$ cat src/hdl/stc_pkg.sv
// Shared types and constants for the SVG unsupported-tag counter.
// No dependencies; used by every module under hdl/.
package stc_pkg;

    // Window of lowered bytes, entry 0 is the most recent byte
    localparam int WIN_DEPTH = 9;
    typedef logic [WIN_DEPTH-1:0][7:0] t_window;

    localparam int COUNT_WIDTH_DEF = 16;
    localparam int OUT_WIDTH = 16;
    localparam logic [31:0] OUT_MAX = 32'd65535;

    // Characters the matcher looks for
    localparam logic [7:0] CH_LT    = 8'h3C;  // '<'
    localparam logic [7:0] CH_GT    = 8'h3E;  // '>'
    localparam logic [7:0] CH_SLASH = 8'h2F;  // '/'
    localparam logic [7:0] CH_SPACE = 8'h20;
    localparam logic [7:0] CH_TAB   = 8'h09;
    localparam logic [7:0] CH_LF    = 8'h0A;
    localparam logic [7:0] CH_CR    = 8'h0D;
    localparam logic [7:0] CH_UP_A  = 8'h41;
    localparam logic [7:0] CH_UP_Z  = 8'h5A;
    localparam logic [7:0] CASE_BIT = 8'h20;

    // Tag names, lower case, first character in the top byte
    localparam logic [31:0] NM_TEXT     = "text";
    localparam logic [39:0] NM_TSPAN    = "tspan";
    localparam logic [39:0] NM_IMAGE    = "image";
    localparam logic [23:0] NM_USE      = "use";
    localparam logic [63:0] NM_CLIPPATH = "clippath";
    localparam logic [31:0] NM_MASK     = "mask";
    localparam logic [47:0] NM_FILTER   = "filter";
    localparam logic [55:0] NM_PATTERN  = "pattern";

    // One flag per counted category
    typedef struct packed {
        logic text_hit;
        logic image_hit;
        logic use_hit;
        logic clip_hit;
        logic filter_hit;
        logic pattern_hit;
    } t_hits;

    function automatic logic [7:0] lower_ascii(input logic [7:0] c);
        logic [7:0] r;
        r = c;
        if (c >= CH_UP_A && c <= CH_UP_Z) begin
            r = c | CASE_BIT;
        end
        return r;
    endfunction

endpackage

$ cat src/hdl/stc_window.sv
// Byte window and parallel tag-name compare for the tag counter.
// Depends on stc_pkg.
module stc_window (
    input  logic           i_clk,
    input  logic           i_rst_n,
    input  logic           i_advance,
    input  logic           i_clear,
    input  logic [7:0]     i_byte,
    output stc_pkg::t_hits o_hits
);

    stc_pkg::t_window r_win;
    stc_pkg::t_window n_win;
    logic             term;

    // Shift in the lowered byte, or empty the window at document end
    always_comb begin
        n_win = r_win;
        if (i_advance) begin
            if (i_clear) begin
                n_win = '0;
            end else begin
                n_win = {r_win[stc_pkg::WIN_DEPTH-2:0], stc_pkg::lower_ascii(i_byte)};
            end
        end
    end

    always_ff @(posedge i_clk) begin
        if (!i_rst_n) begin
            r_win <= '0;
        end else begin
            r_win <= n_win;
        end
    end

    // The current byte completes a tag when it is a terminator
    assign term = (i_byte == stc_pkg::CH_GT)    || (i_byte == stc_pkg::CH_SLASH) ||
                  (i_byte == stc_pkg::CH_SPACE) || (i_byte == stc_pkg::CH_TAB)   ||
                  (i_byte == stc_pkg::CH_LF)    || (i_byte == stc_pkg::CH_CR);

    // '<' then name, read backward from the newest entry
    always_comb begin
        o_hits.text_hit = term &&
            (((r_win[4] == stc_pkg::CH_LT) && (r_win[3:0] == stc_pkg::NM_TEXT)) ||
             ((r_win[5] == stc_pkg::CH_LT) && (r_win[4:0] == stc_pkg::NM_TSPAN)));
        o_hits.image_hit = term &&
            (r_win[5] == stc_pkg::CH_LT) && (r_win[4:0] == stc_pkg::NM_IMAGE);
        o_hits.use_hit = term &&
            (r_win[3] == stc_pkg::CH_LT) && (r_win[2:0] == stc_pkg::NM_USE);
        o_hits.clip_hit = term &&
            (((r_win[8] == stc_pkg::CH_LT) && (r_win[7:0] == stc_pkg::NM_CLIPPATH)) ||
             ((r_win[4] == stc_pkg::CH_LT) && (r_win[3:0] == stc_pkg::NM_MASK)));
        o_hits.filter_hit = term &&
            (r_win[6] == stc_pkg::CH_LT) && (r_win[5:0] == stc_pkg::NM_FILTER);
        o_hits.pattern_hit = term &&
            (r_win[7] == stc_pkg::CH_LT) && (r_win[6:0] == stc_pkg::NM_PATTERN);
    end

endmodule

$ cat src/hdl/stc_counters.sv
// Six saturating category counters for the tag counter.
// Depends on stc_pkg.
module stc_counters #(
    parameter int COUNT_WIDTH = stc_pkg::COUNT_WIDTH_DEF
) (
    input  logic                        i_clk,
    input  logic                        i_rst_n,
    input  logic                        i_advance,
    input  logic                        i_clear,
    input  stc_pkg::t_hits              i_hits,
    output logic [5:0][COUNT_WIDTH-1:0] o_next,
    output logic                        o_all_zero
);

    localparam logic [COUNT_WIDTH-1:0] CNT_MAX = {COUNT_WIDTH{1'b1}};

    logic [5:0][COUNT_WIDTH-1:0] r_cnt;
    logic [5:0]                  hit_vec;

    assign hit_vec = {i_hits.text_hit, i_hits.image_hit, i_hits.use_hit,
                      i_hits.clip_hit, i_hits.filter_hit, i_hits.pattern_hit};

    // Counts including the current byte, held at the maximum
    always_comb begin
        for (int k = 0; k < 6; k++) begin
            o_next[k] = r_cnt[k];
            if (hit_vec[k] && (r_cnt[k] != CNT_MAX)) begin
                o_next[k] = r_cnt[k] + 1'b1;
            end
        end
    end

    always_ff @(posedge i_clk) begin
        if (!i_rst_n) begin
            r_cnt <= '0;
        end else if (i_advance) begin
            if (i_clear) begin
                r_cnt <= '0;
            end else begin
                r_cnt <= o_next;
            end
        end
    end

    assign o_all_zero = (r_cnt == '0);

endmodule

$ cat src/hdl/svg_unsupported_tag_counter_core.sv
// Top level of the SVG unsupported-tag counter: input register, window,
// counters and result register. Depends on stc_pkg, stc_window, stc_counters.
//
//  channel | valid   | ready   | payload
//  --------+---------+---------+-----------------------------------------
//  in      | i_valid | o_ready | i_doc_byte, i_last_byte
//  out     | o_valid | i_ready | o_text_tags .. o_pattern_tags (16 b each)
//
// One byte per clock sustained unless a last byte is held by the output side;
// the compare and counter update happen as the byte leaves the input register.
// The result for a document is loaded into the output register as its last
// byte leaves the input register. Only a last byte waits on a full,
// stalled output register; all other bytes pass regardless of output stalls.
// Reset clears the window, counters and both valid flags.
module svg_unsupported_tag_counter_core #(
    parameter int COUNT_WIDTH = stc_pkg::COUNT_WIDTH_DEF
) (
    input  logic        i_clk,
    input  logic        i_rst_n,
    input  logic        i_valid,
    output logic        o_ready,
    input  logic [7:0]  i_doc_byte,
    input  logic        i_last_byte,
    output logic        o_valid,
    input  logic        i_ready,
    output logic [15:0] o_text_tags,
    output logic [15:0] o_image_tags,
    output logic [15:0] o_use_tags,
    output logic [15:0] o_clip_tags,
    output logic [15:0] o_filter_tags,
    output logic [15:0] o_pattern_tags
);

    logic       r_in_valid;
    logic [7:0] r_byte;
    logic       r_last;
    logic       advance;
    logic       out_free;
    logic       all_zero;

    stc_pkg::t_hits              hits;
    logic [5:0][COUNT_WIDTH-1:0] next_cnt;
    logic [5:0][15:0]            sat_cnt;
    logic [5:0][15:0]            r_out;

    // Output register can take a result when empty or being drained
    assign out_free = !o_valid || i_ready;
    assign advance  = r_in_valid && (!r_last || out_free);
    assign o_ready  = !r_in_valid || advance;

    // Input register
    always_ff @(posedge i_clk) begin
        if (!i_rst_n) begin
            r_in_valid <= 1'b0;
        end else if (o_ready) begin
            r_in_valid <= i_valid;
        end
    end

    always_ff @(posedge i_clk) begin
        if (o_ready && i_valid) begin
            r_byte <= i_doc_byte;
            r_last <= i_last_byte;
        end
    end

    stc_window u_window (
        .i_clk     (i_clk),
        .i_rst_n   (i_rst_n),
        .i_advance (advance),
        .i_clear   (r_last),
        .i_byte    (r_byte),
        .o_hits    (hits)
    );

    stc_counters #(
        .COUNT_WIDTH (COUNT_WIDTH)
    ) u_counters (
        .i_clk      (i_clk),
        .i_rst_n    (i_rst_n),
        .i_advance  (advance),
        .i_clear    (r_last),
        .i_hits     (hits),
        .o_next     (next_cnt),
        .o_all_zero (all_zero)
    );

    // Clamp each count to the 16-bit output range
    always_comb begin
        logic [31:0] v;
        v = '0;
        for (int k = 0; k < 6; k++) begin
            v = 32'(next_cnt[k]);
            sat_cnt[k] = (v > stc_pkg::OUT_MAX) ? 16'hFFFF : v[15:0];
        end
    end

    // Result register
    always_ff @(posedge i_clk) begin
        if (!i_rst_n) begin
            o_valid <= 1'b0;
        end else if (advance && r_last) begin
            o_valid <= 1'b1;
        end else if (i_ready) begin
            o_valid <= 1'b0;
        end
    end

    always_ff @(posedge i_clk) begin
        if (advance && r_last) begin
            r_out <= sat_cnt;
        end
    end

    assign o_text_tags    = r_out[5];
    assign o_image_tags   = r_out[4];
    assign o_use_tags     = r_out[3];
    assign o_clip_tags    = r_out[2];
    assign o_filter_tags  = r_out[1];
    assign o_pattern_tags = r_out[0];

`ifndef NO_ASSERTIONS
    // A byte that is not last never waits on the output side
    a_nonlast_flows: assert property (@(posedge i_clk) disable iff (!i_rst_n)
        (r_in_valid && !r_last) |-> advance)
        else $error("non-last byte stalled in input register");

    // Last byte leaving the input register produces a result
    a_last_makes_result: assert property (@(posedge i_clk) disable iff (!i_rst_n)
        (advance && r_last) |=> o_valid)
        else $error("last byte did not produce a result");

    // Counters start over after a document ends
    a_counts_cleared: assert property (@(posedge i_clk) disable iff (!i_rst_n)
        (advance && r_last) |=> all_zero)
        else $error("counters not cleared after document end");

    // A pending result is never overwritten
    a_no_overwrite: assert property (@(posedge i_clk) disable iff (!i_rst_n)
        (o_valid && !i_ready) |-> !(advance && r_last))
        else $error("result overwritten while stalled");
`endif

endmodule

$ cat config.mk
export PLATFORM = sky130hd
export DESIGN_NAME = svg_unsupported_tag_counter_core
export DESIGN_NICKNAME = d
export VERILOG_FILES = /design/src/hdl/stc_pkg.sv /design/src/hdl/stc_window.sv /design/src/hdl/stc_counters.sv /design/src/hdl/svg_unsupported_tag_counter_core.sv
export SDC_FILE = /design/constraint.sdc
export NUM_CORES = 1
export LEC_CHECK = 0
export BUFFER_PORTS_ARGS = -buffer_cell sky130_fd_sc_hd__buf_4
export CORE_MARGIN = 1
export CORE_UTILIZATION = 42
export DETAILED_ROUTE_END_ITERATION = 6
export PLACE_DENSITY_LB_ADDON = 0.12
export SKIP_CTS_REPAIR_TIMING = 1
export SYNTH_ARGS = -nofsm -noshare
export SYNTH_HDL_FRONTEND = slang
export SYNTH_SLANG_ARGS = --single-unit
$ cat constraint.sdc
create_clock -name i_clk -period 15.41 [get_ports i_clk]
set_input_delay 0.7705 -clock i_clk [delete_from_list [all_inputs] [get_ports i_clk]]
set_output_delay 0.7705 -clock i_clk [all_outputs]
set_load 0.05 [all_outputs]
== Yosys cells after proc, flatten, opt, wreduce, memory -nomap -nowiden ==
Index checks and enable logic that the tools add are counted.

* Muxes and demuxes: 11
* Bitwise operators: 0
* $add $sub $neg: 6
* Shifts and indexed selects: 0
* Reductions and logical operators: 38
* $lt $le $gt $ge: 2
* Divide/modulo/power cells: 0
* Multiply operators: 0
* Eq/ne operators: 26

{| class="wikitable"
|+ Operators with widths
! operator !! count
|-
| $add 16x1->16 const B || 6
|-
| $mux 16 || 6
|-
| $mux 96 || 1
|-
| $ne 16x16->1 const B || 6
|-
| $eq 40x39->1 const B || 2
|-
| $eq 8x6->1 const B || 9
|-
| $mux 72 || 1
|-
| $eq 32x31->1 const B || 2
|-
| $eq 64x63->1 const B || 1
|-
| $eq 56x55->1 const B || 1
|-
| $eq 48x47->1 const B || 1
|-
| $eq 24x23->1 const B || 1
|-
| $eq 8x4->1 const B || 3
|-
| $logic_and 1x1->1 || 24
|-
| $logic_or 1x1->1 || 10
|-
| $ge 8x7->1 const B || 1
|-
| $le 8x7->1 const B || 1
|-
| $mux 6 || 1
|-
| $logic_not 1->1 || 3
|-
| $mux 1 || 2
|-
| $reduce_bool 2->1 || 1
|}

* ROM bits: 0
* Bits in writable memories: 0
* Word-level logic and storage cells: 108
* Bits of input ports: 13
* Memories kept: 0
* Latch bits: 0
* Bits in registers: 275

== Depth between registers and ports, before layout ==
* Depth after elaboration: 11
* Gate-level depth with buffers: 10
* Gate-level depth less buffers: 7

== Hierarchy ==
From an unflattened synthesis, not the netlist that was laid out.

* Cell total of the unflattened synthesis: 1503
* Area, all modules: 13688.1 um^2

{| class="wikitable"
|+ Modules (own cells, without submodules)
! module !! instances !! sequential area each (um^2) !! area each (um^2) !! cells each
|-
| stc_counters || 1 || 1921.8 || 6754.0 || 896
|-
| stc_window || 1 || 1441.4 || 3663.5 || 490
|-
| svg_unsupported_tag_counter_core || 1 || 3193.1 || 3270.6 || 117
|}

== Least setup slack after synthesis ==
No wires, ideal clock.

* Kind: input-to-reg
* From: input i_ready
* To: register r_out (netlist bit o_clip_tags[0]), enable pin
* Setup time: 0.553 ns
* Path slack: 9.594 ns
* Required time: 14.857 ns
* Stages: 4
* Path buffers: 1
* Arrival time: 5.262 ns
* Cells stage by stage: nand3b_1 > nand2_1 > clkbuf_1 > nor2_1

* Longest elaborated chain between the ends: 4

{| class="wikitable"
|+ Ends and longest elaborated chain
! what !! line !! source
|-
| from (decl) || svg_unsupported_tag_counter_core.sv:25 || <nowiki>input logic i_ready,</nowiki>
|-
| $logic_or 1x1->1 || svg_unsupported_tag_counter_core.sv:47 || <nowiki>assign out_free = !o_valid || i_ready;</nowiki>
|-
| $logic_or 1x1->1 || svg_unsupported_tag_counter_core.sv:48 || <nowiki>assign advance = r_in_valid && (!r_last || out_free);</nowiki>
|-
| $logic_and 1x1->1 || svg_unsupported_tag_counter_core.sv:48 ||
|-
| $logic_and 1x1->1 || svg_unsupported_tag_counter_core.sv:110 || <nowiki>if (advance && r_last) begin</nowiki>
|-
| to (signal assigned) || svg_unsupported_tag_counter_core.sv:111 || <nowiki>r_out <= sat_cnt;</nowiki>
|-
| to (decl) || svg_unsupported_tag_counter_core.sv:44 || <nowiki>logic [5:0][15:0] r_out;</nowiki>
|}

No other way between the ends.
A chain may end at the register's enable or synchronous reset.

== Final worst setup path ==
* From: register u_window.r_win[21] (netlist bit)
* To: register u_counters.r_cnt[61] (netlist bit)

* Longest elaborated chain between the ends: 5

{| class="wikitable"
|+ Ends and longest elaborated chain
! what !! line !! source
|-
| from (decl) || stc_window.sv:12 || <nowiki>stc_pkg::t_window r_win;</nowiki>
|-
| from (signal assigned) || stc_window.sv:32 || <nowiki>r_win <= n_win;</nowiki>
|-
| $eq 24x23->1 || stc_window.sv:49 || <nowiki>(r_win[3] == stc_pkg::CH_LT) && (r_win[2:0] == stc_pkg::NM_USE);</nowiki>
|-
| $logic_and 1x1->1 || stc_window.sv:49 ||
|-
| $logic_and 1x1->1 || stc_counters.sv:27 || <nowiki>if (hit_vec[k] && (r_cnt[k] != CNT_MAX)) begin</nowiki>
|-
| $mux 16 || stc_counters.sv:27 ||
|-
| $mux 96 || stc_counters.sv:37 || <nowiki>if (i_clear) begin</nowiki>
|-
| to (signal assigned) || stc_counters.sv:40 || <nowiki>r_cnt <= o_next;</nowiki>
|-
| to (decl) || stc_counters.sv:17 || <nowiki>logic [5:0][COUNT_WIDTH-1:0] r_cnt;</nowiki>
|}

No other way between the ends.

==> out/qor.csv <==
metric,value,unit
path_cells,nor4bb_1 -> and3b_1 -> nand3_1 -> nor4b_4 -> nand4_1 -> and3_1 -> a211o_1,
clkPwrFrac,0.477,
crit_fanout,14,
worstMarginPinSlew,1.03,ns
cp.arrival,3.69,ns
clkTransAtPathRegs,0.06,ns
synthCells,1407,
combPwrFrac,0.035,
hold_end,r_byte[6],
via_per_inst,5.73,
worst_skew_pair.late_latency,0.56,ns
synth_area,13100,µm²
die_y,178,µm
hold_depth,1,
gr-max-usage-layer,met2,
gp_congestion,0.894,
root_buffer,clkbuf_16,
power,1570,µW
cp-start-kind,register,
seq_area,6560,µm²
ys_seq_area_frac,0.501,
multi_input_area,6070,µm²
core,30600,µm²
yosysTopAreaCell,dfxtp_1,
cp_slowest_cell,nor4b_4,
slowest_delay,0.85,ns
crit_required,15.85,ns
htree_levels,1,
cap_violations,0,
core.rowCount,64,
grt_pass1_vias,9967,
p_sw_frac,0.220,
grt_use_met1,0.282,
hold_viol,0,
syn-num-nets,1426,
die_w,178,µm
r2r-end,u_counters.r_cnt[61],
drt_iter0_drc,864,
die_area,31800,µm²
cts_sinks,275,
clockBufferDepth,3,
num-fill-cells,2876,
finalClockSkew,0.0130,ns
p_seq_frac,0.488,
r2r_start,u_window.r_win[21],
irDropWorstVdd,0.0787,mV
wirelength,32400,µm
grt_overflow,0,
final-max-slew-violation-count,0,
p_sw,344,µW
grt_pass1_wl,52100,µm
num_io_pins,111,
slew_headroom,0.311,
setup_viol_count_final,0,
cts_tree,yes,
r2r_cells,7,
ff2ff_setup_slack,12.16,ns
status,"finished, violations left",
layout_commonest_cell,nand2_1,
setup_tns,0,ns
met3_usage,0.0273,
ys.flop_type,dfxtp_1,
synth_cell_types,77,
io_buffers,110,
grt_max_degree,74,
holdCritStartpoint,i_doc_byte[6],
grt_usage,0.202,
drc,1,
fin_crit_sh,0.211,
avgSynthCellArea,9.30,µm²
synth_top_area_frac,0.260,
layout_common_cells,"nand2_1 (197), dfxtp_1 (169), nand3_1 (124)",
fin_crit,3.25,ns
yosys_register_bits,275,
endpoint_kind,register,
post-dp-hpwl,21300,µm
gr-usage-met2,0.323,
drive_above_1_share,0.142,
hp-class,input pin to register,
worst-setup-path-type,register to register,
nNetsFinal,1482,
grt_setup_unrepaired,no,
violations,design-rule violations,
synth_edf_count,105,
synthArstFlopShare,0,
areaGrowthSynthToFinish,15.8,%
power_density,103,nW/µm²
p_leak,0.00545,µW
p_int,1220,µW
netlist_top_cells_area,"dfxtp_1 (26%), edfxtp_1 (24%), nand2_1 (5.7%), nand3_1 (4.7%), a21oi_1 (3.9%)",
fmax,307,MHz
cts_buffers,30,
dr.pass1.iters,7,
start_util,0.428,
ys_warn_count,0,
drtAntennaViolNets,0,
antenna_cells,0,
antenna_found_initial,0,
wl_per_cell,17.2,µm
dr_total_vias,10800,
[metal layers]
metal / vias up / wire length, µm
met5: - / 0
met4: 0 / 885
met3: 65 / 1540
met2: 248 / 14800
met1: 5191 / 15200
li1: 5285 / -
[final cells by class]
type	count	area share
multi-input cells	1013	0.401
flip-flops and latches	275	0.433
clock buffers	37	0.0527
clock inverters	19	0.0151
repair buffers	122	0.0605
well taps	396	0.0327
inverters	21	0.00521
[flip-flops by register name, summed over array words and instances, names as in the netlist]
register          count
u_counters.r_cnt     96
u_window.r_win       72
r_last                1
o_image_tags         16
r_byte                8
o_valid               1
o_clip_tags          16
r_in_valid            1
o_pattern_tags       16
o_use_tags           16
o_text_tags          16
o_filter_tags        16
[power by group through the flow]
stage,clock network [µW],registers (µW),logic [µW]
4_1_cts,765,763,55.7
3_5_place_dp,0,779,55.5
6_report,747,763,55.2
3_3_place_gp,0,779,55.0
2_1_floorplan,0,785,30.6
5_1_grt,793,763,59.7
[cells in the mapped netlist (all sizes together) (8+ instances only)]
cell type,number
nand2,200
dfxtp,170
nand3,126
edfxtp,105
a21oi,104
clkbuf,79
nor2,75
o21ai,53
xnor2,53
nand4,45
a31oi,44
nor3,33
xor2,30
and3,22
inv,21
buf,19
o31ai,15
and2,14
nor4,14
nor4bb,14
or4,10
nor2b,9
a21o,8
and4,8
and4b,8
nor4b,8
o211ai,8
or3,8
[metrics by stage]
step / worst slack (ns) / util / hold slack, ns / instances / area, µm²
2_1_floorplan: 9.59 / - / 0.427 / 1407 / 13100
3_3_place_gp: 12.03 / 0.461 / 0.436 / 1827 / 14100
3_5_place_dp: 11.97 / 0.461 / 0.442 / 1827 / 14100
4_1_cts: 12.17 / 0.495 / 0.373 / 1883 / 15100
5_1_grt: 11.87 / 0.495 / 0.375 / 1883 / 15100
6_report: 12.16 / 0.495 / 0.393 / 1883 / 15100
[kinds of logic after synthesis]
group | synth area share
simple gates | 0.255
compound gates | 0.136
buf+inv | 0.0368
flops | 0.501
xor+xnor | 0.0556
mux | 0.00985
fa+ha+maj | 0.00574
[worst max-delay path by stage]
stage,startpoint,endpoint,slack [ns],cells past startpoint
floorplan,i_ready,o_clip_tags[0],9.59,4
global placement,i_ready,u_counters.r_cnt[40],12.03,9
detailed placement,i_ready,u_counters.r_cnt[24],11.97,8
CTS,r_byte[1],o_pattern_tags[5],12.17,8
global route,u_window.r_win[21],u_counters.r_cnt[61],11.87,7
finish,u_window.r_win[21],u_counters.r_cnt[61],12.16,7
[critical path: cells and delay by family (launching register included)]
| kind | cells | cell delay [ns] |
|---|---|---|
| flip-flops | 1 | 0.35 |
| AO/OA/AOI/OAI | 1 | 0.27 |
| AND/OR/NAND/NOR | 6 | 2.52 |
Power figures use the tool's default switching activity.
